--- src/hdl/bms_pkg.sv ---
// shared constants and types of the byte merge sorter
// no dependencies
package bms_pkg;

   localparam int CAPACITY_DEF = 32;
   localparam int BYTE_W       = 8;

   // commands from the sequencer to the merge core
   typedef struct packed {
      logic start;   // begin sorting the stored run
      logic rd_en;   // read one sorted entry for the output
   } bms_ctl_type;

endpackage

--- src/hdl/bms_merge_core.sv ---
// merge core: two ping-pong byte memories and the bottom-up merge sequencer
// depends on bms_pkg
module bms_merge_core #(
   parameter int CAPACITY = bms_pkg::CAPACITY_DEF,
   localparam int IW = $clog2(CAPACITY),
   localparam int CW = $clog2(CAPACITY + 1)
) (
   input  logic                      clock,
   input  logic                      reset,
   input  bms_pkg::bms_ctl_type      ctl,
   input  logic [CW-1:0]             count,
   input  logic                      wr_en,
   input  logic [IW-1:0]             wr_addr,
   input  logic [bms_pkg::BYTE_W-1:0] wr_data,
   input  logic [IW-1:0]             rd_addr,
   output logic [bms_pkg::BYTE_W-1:0] rd_data,
   output logic                      done
);
   import bms_pkg::*;

   localparam int WW = CW + 1;   // merge width can exceed the count, but stays below twice it
   localparam int PW = CW + 2;   // block bound sums before clamping

   typedef enum logic [1:0] {E_IDLE, E_PASS, E_BLOCK, E_MERGE} eng_state_type;

   eng_state_type state_ff;
   logic [CW-1:0] n_ff, lo_ff, mid_ff, hi_ff, a_ff, b_ff, k_ff;
   logic [WW-1:0] width_ff;
   logic          src_sel_ff;   // 0: source is memory a
   logic          fin_sel_ff;   // buffer that holds the sorted run
   logic          rsel_ff;      // buffer selected for the read in flight
   logic          done_ff;

   logic [BYTE_W-1:0] mem_a [CAPACITY];
   logic [BYTE_W-1:0] mem_b [CAPACITY];
   logic [BYTE_W-1:0] a_ra_ff, a_rb_ff, b_ra_ff, b_rb_ff;

   logic [PW-1:0]     mid_sum, hi_sum, n_ext;
   logic [CW-1:0]     mid_c, hi_c;
   logic [BYTE_W-1:0] va, vb, wr_val;
   logic              take_a;
   logic [CW-1:0]     a_nx, b_nx, k_nx;
   logic [CW-1:0]     ra_pos, rb_pos;
   logic              rd_go;
   logic              mem_a_we, mem_b_we;
   logic [IW-1:0]     mem_a_waddr;
   logic [BYTE_W-1:0] mem_a_wdata;

   assign n_ext   = PW'(n_ff);
   assign mid_sum = PW'(lo_ff) + PW'(width_ff);
   assign hi_sum  = PW'(lo_ff) + PW'({width_ff, 1'b0});
   assign mid_c   = (mid_sum > n_ext) ? n_ff : mid_sum[CW-1:0];
   assign hi_c    = (hi_sum > n_ext) ? n_ff : hi_sum[CW-1:0];

   assign va     = rsel_ff ? b_ra_ff : a_ra_ff;
   assign vb     = rsel_ff ? b_rb_ff : a_rb_ff;
   // left head wins unless used up or the remaining right head is smaller or equal
   assign take_a = (a_ff < mid_ff) && ((b_ff >= hi_ff) || (va < vb));
   assign wr_val = take_a ? va : vb;
   assign a_nx   = a_ff + CW'(take_a);
   assign b_nx   = b_ff + CW'(!take_a);
   assign k_nx   = k_ff + CW'(1);

   // heads for the next compare are fetched while this one is written
   always_comb begin
      case (state_ff)
         E_BLOCK: begin
            ra_pos = lo_ff;
            rb_pos = mid_c;
         end
         E_MERGE: begin
            ra_pos = a_nx;
            rb_pos = b_nx;
         end
         default: begin
            ra_pos = CW'(rd_addr);
            rb_pos = '0;
         end
      endcase
   end

   assign rd_go = (state_ff != E_IDLE) || ctl.rd_en;

   // source and destination are always different memories, so no forwarding
   assign mem_a_we    = (state_ff == E_MERGE) ? src_sel_ff : wr_en;
   assign mem_a_waddr = (state_ff == E_MERGE) ? k_ff[IW-1:0] : wr_addr;
   assign mem_a_wdata = (state_ff == E_MERGE) ? wr_val : wr_data;
   assign mem_b_we    = (state_ff == E_MERGE) && !src_sel_ff;

   always_ff @(posedge clock) begin
      if (mem_a_we) begin
         mem_a[mem_a_waddr] <= mem_a_wdata;
      end
      if (mem_b_we) begin
         mem_b[k_ff[IW-1:0]] <= wr_val;
      end
      if (rd_go) begin
         a_ra_ff <= mem_a[ra_pos[IW-1:0]];
         a_rb_ff <= mem_a[rb_pos[IW-1:0]];
         b_ra_ff <= mem_b[ra_pos[IW-1:0]];
         b_rb_ff <= mem_b[rb_pos[IW-1:0]];
      end
   end

   always_ff @(posedge clock) begin
      if (reset) begin
         state_ff   <= E_IDLE;
         src_sel_ff <= 1'b0;
         fin_sel_ff <= 1'b0;
         rsel_ff    <= 1'b0;
         done_ff    <= 1'b0;
      end else begin
         done_ff <= 1'b0;
         rsel_ff <= (state_ff == E_IDLE) ? fin_sel_ff : src_sel_ff;
         case (state_ff)
            E_IDLE: begin
               if (ctl.start) begin
                  n_ff       <= count;
                  width_ff   <= WW'(1);
                  src_sel_ff <= 1'b0;
                  state_ff   <= E_PASS;
               end
            end
            E_PASS: begin
               if (WW'(n_ff) <= width_ff) begin
                  fin_sel_ff <= src_sel_ff;
                  done_ff    <= 1'b1;
                  state_ff   <= E_IDLE;
               end else begin
                  lo_ff    <= '0;
                  state_ff <= E_BLOCK;
               end
            end
            E_BLOCK: begin
               mid_ff   <= mid_c;
               hi_ff    <= hi_c;
               a_ff     <= lo_ff;
               b_ff     <= mid_c;
               k_ff     <= lo_ff;
               state_ff <= E_MERGE;
            end
            E_MERGE: begin
               a_ff <= a_nx;
               b_ff <= b_nx;
               k_ff <= k_nx;
               if (k_nx == hi_ff) begin
                  if (hi_ff == n_ff) begin
                     width_ff   <= {width_ff[WW-2:0], 1'b0};
                     src_sel_ff <= !src_sel_ff;
                     state_ff   <= E_PASS;
                  end else begin
                     lo_ff    <= hi_ff;
                     state_ff <= E_BLOCK;
                  end
               end
            end
            default: begin
               state_ff <= E_IDLE;
            end
         endcase
      end
   end

   assign rd_data = rsel_ff ? b_ra_ff : a_ra_ff;
   assign done    = done_ff;

endmodule

--- src/hdl/byte_merge_sorter_unit.sv ---
// byte merge sorter top level: run collection, sort control and result beats
// depends on bms_pkg and bms_merge_core
//
//   channel | direction | beat contents
//   req     | in        | req_byte_in, req_last_in
//   rsp     | out       | rsp_byte_out, rsp_last_out, rsp_overflow
//
// collect: one req beat per cycle, stored to capacity, closed by req_last_in
// sort: ceil(log2 n) merge passes, each block set up and then merged,
//   one compare and one memory write per cycle with the heads read ahead
// output: each rsp beat is read, loaded and held until taken, one at a time;
//   req_ready is low from the closing beat until the final rsp beat is taken
// synchronous reset clears control only; memories need no clearing
module byte_merge_sorter_unit #(
   parameter int CAPACITY = bms_pkg::CAPACITY_DEF,
   localparam int IW = $clog2(CAPACITY),
   localparam int CW = $clog2(CAPACITY + 1)
) (
   input  logic                       clock,
   input  logic                       reset,
   input  logic                       req_valid,
   output logic                       req_ready,
   input  logic [bms_pkg::BYTE_W-1:0] req_byte_in,
   input  logic                       req_last_in,
   output logic                       rsp_valid,
   input  logic                       rsp_ready,
   output logic [bms_pkg::BYTE_W-1:0] rsp_byte_out,
   output logic                       rsp_last_out,
   output logic                       rsp_overflow
);
   import bms_pkg::*;

   typedef enum logic [2:0] {S_COLLECT, S_SORT, S_READ, S_LOAD, S_SHOW} top_state_type;

   top_state_type     state_ff;
   logic [CW-1:0]     fill_ff, fill_in;
   logic              drop_ff;
   logic [CW-1:0]     out_k_ff;
   logic              rsp_valid_ff, rsp_last_ff, rsp_ovf_ff;
   logic [BYTE_W-1:0] rsp_byte_ff;

   logic              accept, room;
   bms_ctl_type       ctl;
   logic [BYTE_W-1:0] rd_data;
   logic              sort_done;

   assign req_ready = (state_ff == S_COLLECT);
   assign accept    = req_valid && req_ready;
   assign room      = (fill_ff < CW'(CAPACITY));
   assign fill_in   = fill_ff + CW'(room);

   assign ctl.start = accept && req_last_in;
   assign ctl.rd_en = (state_ff == S_READ);

   bms_merge_core #(.CAPACITY(CAPACITY)) u_core (
      .clock   (clock),
      .reset   (reset),
      .ctl     (ctl),
      .count   (fill_in),
      .wr_en   (accept && room),
      .wr_addr (fill_ff[IW-1:0]),
      .wr_data (req_byte_in),
      .rd_addr (out_k_ff[IW-1:0]),
      .rd_data (rd_data),
      .done    (sort_done)
   );

   always_ff @(posedge clock) begin
      if (reset) begin
         state_ff     <= S_COLLECT;
         fill_ff      <= '0;
         drop_ff      <= 1'b0;
         out_k_ff     <= '0;
         rsp_valid_ff <= 1'b0;
      end else begin
         case (state_ff)
            S_COLLECT: begin
               if (accept) begin
                  fill_ff <= fill_in;
                  drop_ff <= drop_ff || !room;
                  if (req_last_in) begin
                     out_k_ff <= '0;
                     state_ff <= S_SORT;
                  end
               end
            end
            S_SORT: begin
               if (sort_done) begin
                  state_ff <= S_READ;
               end
            end
            S_READ: begin
               state_ff <= S_LOAD;
            end
            S_LOAD: begin
               rsp_byte_ff  <= rd_data;
               rsp_last_ff  <= (out_k_ff + CW'(1) == fill_ff);
               rsp_ovf_ff   <= drop_ff;
               rsp_valid_ff <= 1'b1;
               state_ff     <= S_SHOW;
            end
            S_SHOW: begin
               if (rsp_ready) begin
                  rsp_valid_ff <= 1'b0;
                  if (rsp_last_ff) begin
                     // run finished, start a fresh one
                     fill_ff  <= '0;
                     drop_ff  <= 1'b0;
                     state_ff <= S_COLLECT;
                  end else begin
                     out_k_ff <= out_k_ff + CW'(1);
                     state_ff <= S_READ;
                  end
               end
            end
            default: begin
               state_ff <= S_COLLECT;
            end
         endcase
      end
   end

   assign rsp_valid    = rsp_valid_ff;
   assign rsp_byte_out = rsp_byte_ff;
   assign rsp_last_out = rsp_last_ff;
   assign rsp_overflow = rsp_ovf_ff;

endmodule

--- config.mk ---
export PLATFORM = sky130hd
export DESIGN_NAME = byte_merge_sorter_unit
export DESIGN_NICKNAME = d
export VERILOG_FILES = /design/src/hdl/bms_pkg.sv /design/src/hdl/bms_merge_core.sv /design/src/hdl/byte_merge_sorter_unit.sv
export SDC_FILE = /design/constraint.sdc
export NUM_CORES = 1
export LEC_CHECK = 0
export ABC_AREA = 1
export BUFFER_PORTS_ARGS = -buffer_cell sky130_fd_sc_hd__buf_2
export CAP_MARGIN = 5
export CORE_MARGIN = 2
export CORE_UTILIZATION = 50
export DETAILED_ROUTE_END_ITERATION = 10
export PLACE_DENSITY_LB_ADDON = 0.08
export SLEW_MARGIN = 40
export SYNTH_ARGS = -nofsm -noshare
export SYNTH_HDL_FRONTEND = slang
export SYNTH_HIERARCHICAL = 1
export SYNTH_SLANG_ARGS = --single-unit
--- constraint.sdc ---
create_clock -name clock -period 10.9 [get_ports clock]
set_input_delay 2.18 -clock clock [delete_from_list [all_inputs] [get_ports clock]]
set_output_delay 2.18 -clock clock [all_outputs]
set_load 0.1 [all_outputs]
# == Word level (Yosys, flattened, before mapping) ==
# Memories as Yosys holds them, arrays and structs flattened. A register that Yosys moved wholly into a read port is not among the register bits.
# Index checks and enable logic that the tools add are counted.
# classes
div,0
add_sub_neg,7
n_eq_ne,21
mul,0
bitwise,2
n_shift,0
n_lt_le_gt_ge,7
muxes,57
n_reduce_logical,33
# op_table
cell,count
2-to-1 mux 6 bit,12
case mux 6 bit (2 select lines),6
2-to-1 mux 8 bit,4
2-to-1 mux 7 bit,3
case mux 5 bit (2 select lines),2
adder 6 x 1 -> 6 bit,3
== test 6 bit,3
greater-than comparator 8 x 6 -> 1 bit,2
"!= test 2 bit, second input constant",8
case mux 3 bit (5 select lines),1
AND reduction 5 bit,3
2-to-1 mux 1 bit,14
case mux 7 bit (2 select lines),1
"adder 6 x 1 -> 6 bit, second input constant",2
2-to-1 mux 3 bit,4
AND reduction 2 bit,6
AND reduction 4 bit,3
nonzero test 2 bit,6
2-to-1 mux 2 bit,5
adder 6 x 7 -> 8 bit,1
adder 6 x 8 -> 8 bit,1
< comparator 8 bit,1
case mux 2 bit (4 select lines),1
less-or-equal comparator 6 x 7 -> 1 bit,1
other kinds (19),34
# word_totals
elab_cells,150
mem_count,2
reg_bits,82
latch_bits,0
ramBits,512
output_inout_bits,12
mem_bits_ro,0
# mem_list
memory,depth,width,read_ports,rd_ports_with_merged_regs,wr,line,source
u_core.mem_a,32,8,2,2,1,bms_merge_core.sv:34,logic [BYTE_W-1:0] mem_a [CAPACITY];
u_core.mem_b,32,8,2,2,1,bms_merge_core.sv:35,logic [BYTE_W-1:0] mem_b [CAPACITY];

# == Logic depth before layout (Yosys ltp) ==
# logic_depth
depth_word,7
ltp_mapped,29
ltp_nobuf,25

# == Hierarchy ==
# The synthesis kept the hierarchy.
# modules_own_cells
mod,area_per_inst_um2,cells_each,n_inst
bms_merge_core,32750.2,3726,1
byte_merge_sorter_unit,1436.4,185,1

# == Worst setup path after synthesis ==
# No wires, ideal clock.
# synth_timing
kind,reg2reg
start,reg u_core.rsel_ff
end,"mem u_core.mem_a[0][6], data pin"
path_buffers,3
period_less_slack_ns,4.366
arrival_time_ns,4.088
setup_ns,0.278
required_time_ns,10.622
stages_incl_launch_ff,17
slack_ns,6.534
cell_sequence,dfxtp_1 buf_2 buf_1 mux2i_1 inv_1 ha_1 nand3_1 nand2_1 nand3_1 a21oi_1 o21ai_0 nand2_1 inv_1 buf_6 o21ai_0 nand2_1 nand2_1
# synth_between
elab_chain_len,6
word_cells_on_any_way,7
classes_between,1 x order compare; 4 x mux; 2 x reduce/logical
# synth_lines
item,line,source
"start, declared",bms_merge_core.sv:31,logic rsel_ff;
"start signal, assigned",bms_merge_core.sv:114,rsel_ff <= (state_ff == E_IDLE) ? fin_sel_ff : src_sel_ff;
2-to-1 mux 8 bit,-,
named net rd_data[2],byte_merge_sorter_unit.sv:44,logic [BYTE_W-1:0] rd_data;
< comparator 8 bit,bms_merge_core.sv:58,assign take_a = (a_ff < mid_ff) && ((b_ff >= hi_ff) || (va < vb));
logical OR 1 bit,bms_merge_core.sv:58,
logical AND 1 bit,bms_merge_core.sv:58,
2-to-1 mux 8 bit,bms_merge_core.sv:59,assign wr_val = take_a ? va : vb;
named net u_core.wr_val[6],bms_merge_core.sv:40,"logic [BYTE_W-1:0] va, vb, wr_val;"
2-to-1 mux 8 bit,bms_merge_core.sv:87,assign mem_a_wdata = (state_ff == E_MERGE) ? wr_val : wr_data;
named net u_core.mem_a_wdata[6],bms_merge_core.sv:47,logic [BYTE_W-1:0] mem_a_wdata;
"end, declared",bms_merge_core.sv:34,
# The timed path passes the listed nets, and every way through them passes these cells.

# == Worst setup path in the final report ==
# layout_timing
start,reg u_core.rsel_ff
end,"reg u_core.b_ra_ff[2] (read register of u_core.mem_b), data pin"
# layout_between
elab_chain_len,6
word_cells_on_any_way,7
classes_between,1 x add/sub; 1 x order compare; 3 x mux; 2 x reduce/logical
# layout_lines
item,line,source
2-to-1 mux 8 bit (on tied branches),"bms_merge_core.sv:55, bms_merge_core.sv:56",
< comparator 8 bit (*),bms_merge_core.sv:58,
logical OR 1 bit (*),bms_merge_core.sv:58,
logical AND 1 bit (*),bms_merge_core.sv:58,
adder 6 x 1 -> 6 bit (*),bms_merge_core.sv:60,assign a_nx = a_ff + CW'(take_a);
case mux 5 bit (2 select lines) (*),bms_merge_core.sv:66,case (state_ff)
"end, declared",bms_merge_core.sv:36,"logic [BYTE_W-1:0] a_ra_ff, a_rb_ff, b_ra_ff, b_rb_ff;"
# Every way passes the cells marked *; elsewhere a longest branch is shown, timed or not.
# A chain may end at the register's enable or synchronous reset.

==> out/qor.csv <==
metric,value,unit
asr flop ratio synth,0,%
initial core utilization,50.7,%
"commonest non-fill, non-tap cell in the layout",nand3_1,
Clock H-tree levels,3,
global router's overall resource usage,31.0,%
dpl ws,4.42,ns
synth unique cells,46,
mapped cell area,34200,sq um
"top cells by area, synth","edfxtp_1 (53%), nand3_1 (12%), nand2_1 (7.4%)",
most numerous cell on the critical path,nand2_1,
HPWL Detailed,64.5,mm
worst path required time,11.22,ns
CP Class,flop to flop,
pwr/cell area,173,nW/um^2
"Hold Vio Cnt, Final",0,
drt drc,0,
Clock transition at path regs,0.06,ns
peak per-stage delay on the critical path,0.74,ns
min cycle time layout,6.37,ns
dominant synthesized flop cell,edfxtp_1,
M2 GR Usage,47.8,%
FILL cells,6053,
total CTS buffers,72,
worst endpoint data arrival time,6.69,ns
clk_lat worst skew,0.62,ns
clk sinks,626,
Fmax,157,MHz
most frequent cells in the layout,"nand3_1 (842), nand2_1 (672), edfxtp_1 (603), inv_1 (555), a21oi_1 (288)",
CTS tree,built,
"Net Count, Synth",3984,
Max-cap violations,0,
crit share post-route,58.4,%
Crit. End Element,flop,
P_leak,15.3,nW
grt met3 use,6.32,%
Final Util,55.4,%
"IR drop worst, VDD",159,uV
element type at the critical path start,flop,
Ports,25,
Post-CTS Setup Inserts,0,
Vias/cell,5.94,
TritonRoute pass-1 iters,8,
pin count of the biggest net entering global routing,237,
Finished Layout Cells,4744,
footprint of the multi-input gates,12500,sq um
Worst Path Buf+Inv,4,
"wirelength, routed",110,mm
DR vias,28200,
DIE HEIGHT,265,um
core outline area,67400,sq um
detailed-route wire length per cell,23.2,um
Max Slew Vio Count,0,
Final ANT Viol Nets,0,
Mapped Cells,3911,
"CP delay by family, top",buffers and inverters,
post-route setup TNS,0,ns
gr ovfl total,0,
synth-to-layout area growth,9.15,%
sequential share of the synthesized area,54.3,%
status,finished clean,
top-area cell type share of the netlist area,53.0,%
Final nets,3886,
GPL Wtd Cong,0.848,
Register Area,18600,sq um
maximum fanout along the worst path,78,
unrepaired setup endpoints after global routing,no,
die area,70500,sq um
slowest cell on the critical path,buf_4,
Synth Area per Inst,8.74,sq um
Die Width,265,um
post_cts resized,0,
clock root cell,clkbuf_16,
global-route wire length before repair,164,mm
Synth warnings,6,
row cnt,95,
worst setup margin,4.53,ns
worst slew pin tran,0.881,ns
share of cells above drive strength 1,7.78,%
crit path cell chain,mux2i_1 > ha_1 > o21ai_0 > nand2_1 > nand3_1 > nand2_1 > nand3_1 > a21oi_1 > o21ai_0 > nand2_1 > inv_1 > ha_1 > inv_1 > nand2_1 > nand3_4 > buf_4 > buf_4 > a21oi_1 > o21ai_0 > nand3_1 > nand3_1 > nand2_1 > nor2_1 > a31oi_1,
vias in the first global route,25900,
GR peak layer,met2,
#FFs+latches synth,626,
Worst Hold Class,flop to flop,
initial antenna violation count,2,
placed insts,4611,
port bufs,24,
Post-synth EDFFs,603,
max_slew headroom,41.2,%
cell taking the most area after synthesis,edfxtp_1,
met1 Use GR,44.0,%
# setup viols final,0,
cts hold-fix bufs,0,
Final Skew,0.0218,ns
clk buf depth,3,
initial drt markers,3485,
-- cells by family (layout without fill, tap and decap cells) --
kind of cell | Yosys count | in the layout | share of synthesized area [%]
and+or+nand+nor | 1714 | 1714 | 22.4
buffers and inverters | 823 | 782 | 9.92
AOI/OAI and AO/OA | 656 | 656 | 10.3
DFF | 626 | 626 | 54.3
adders and majority gates | 60 | 60 | 2.24
xor gates and xnor gates | 18 | 18 | 0.461
muxes | 14 | 14 | 0.410
other | 0 | 1 | 0
-- area by class of cell --
class                           instances  share of cell area (%)
Inverter                              566                    5.73
Clock buffer                           85                    5.21
Antenna cell                            1                 0.00671
Timing Repair Buffer                   85                    1.91
Tap cell                              873                    2.93
Sequential cell                       626                    49.8
Multi-Input combinational cell       2462                    33.5
Clock inverter                         46                   0.976
-- report_power, final --
part	internal, W	leakage (nW)	switching, W
logic	0.000327	8.56	0.000890
clock network	0.00139	1.14	0.00100
registers	0.00279	5.63	0.0000454
total	0.00451	15.3	0.00194
-- worst register-to-register path, cell delays in order (launching register included) --
cell     delay (ns)
dfxtp_2        0.63
mux2i_1        0.34
ha_1           0.27
o21ai_0        0.07
nand2_1        0.07
nand3_1        0.06
nand2_1        0.06
nand3_1        0.06
a21oi_1        0.10
o21ai_0        0.17
nand2_1        0.09
inv_1          0.60
ha_1           0.37
inv_1          0.07
nand2_1        0.09
nand3_4        0.58
buf_4          0.78
buf_4          0.73
a21oi_1        0.21
o21ai_0        0.12
nand3_1        0.15
nand3_1        0.18
nand2_1        0.07
nor2_1         0.15
a31oi_1        0.07
-- cell usage after synthesis (7+ instances only) --
library cell and number:
buf_6 9, a22oi_1 22, nand4_1 9, nor2_1 160, clkbuf_1 105, mux2i_1 14
a21oi_1 289, inv_1 561, a31oi_1 17, ha_1 58, dfxtp_1 23, or2_2 7
nand2_1 678, buf_2 94, xor2_1 15, buf_4 31, o211ai_1 24, nand3_1 843
edfxtp_1 603, buf_1 18, o21ai_0 268
-- flip-flops by register name, indices dropped and copies added, names as in the netlist, 2 cells and up --
signal	cells
rsp_byte_out	8
u_core/b_rb_ff	8
u_core/b_ff	6
u_core/a_rb_ff	8
out_k_ff	6
u_core/mem_b	256
u_core/b_ra_ff	8
u_core/mem_a	256
u_core/k_ff	6
u_core/width_ff	7
state_ff	3
u_core/a_ff	6
u_core/hi_ff	6
u_core/a_ra_ff	8
u_core/n_ff	6
u_core/mid_ff	6
u_core/lo_ff	6
u_core/state_ff	2
fill_ff	6
-- metrics by stage --
step                instance area [sq um]  power (W)  hold slack [ns]
floorplan                           34200    0.00363            0.409
global placement                    34700    0.00404            0.428
detailed placement                  35000    0.00407            0.433
CTS                                 37300    0.00644            0.465
global route                        37300    0.00667            0.472
finish                              37300    0.00645            0.465
-- final timing paths --
| kind | startpoint | end | slack [ns] | depth (start not counted) |
|---|---|---|---|---|
| setup / recovery | u_core/rsel_ff | u_core/b_ra_ff[2] | 4.53 | 24 |
| setup reg to reg | u_core/rsel_ff | u_core/b_ra_ff[2] | 4.53 | 24 |
| hold reg to reg | u_core/fin_sel_ff | u_core/fin_sel_ff | 0.47 | 2 |
| hold / removal | u_core/fin_sel_ff | u_core/fin_sel_ff | 0.47 | 2 |
-- per-layer routing --
layer	part of all wire [%]	vias up
met4	2.7	0
met3	11	201
met2	45	1585
met1	41	13200
met5	0	-
li1	-	13100
No activity file was read; power rests on OpenSTA's default activity.
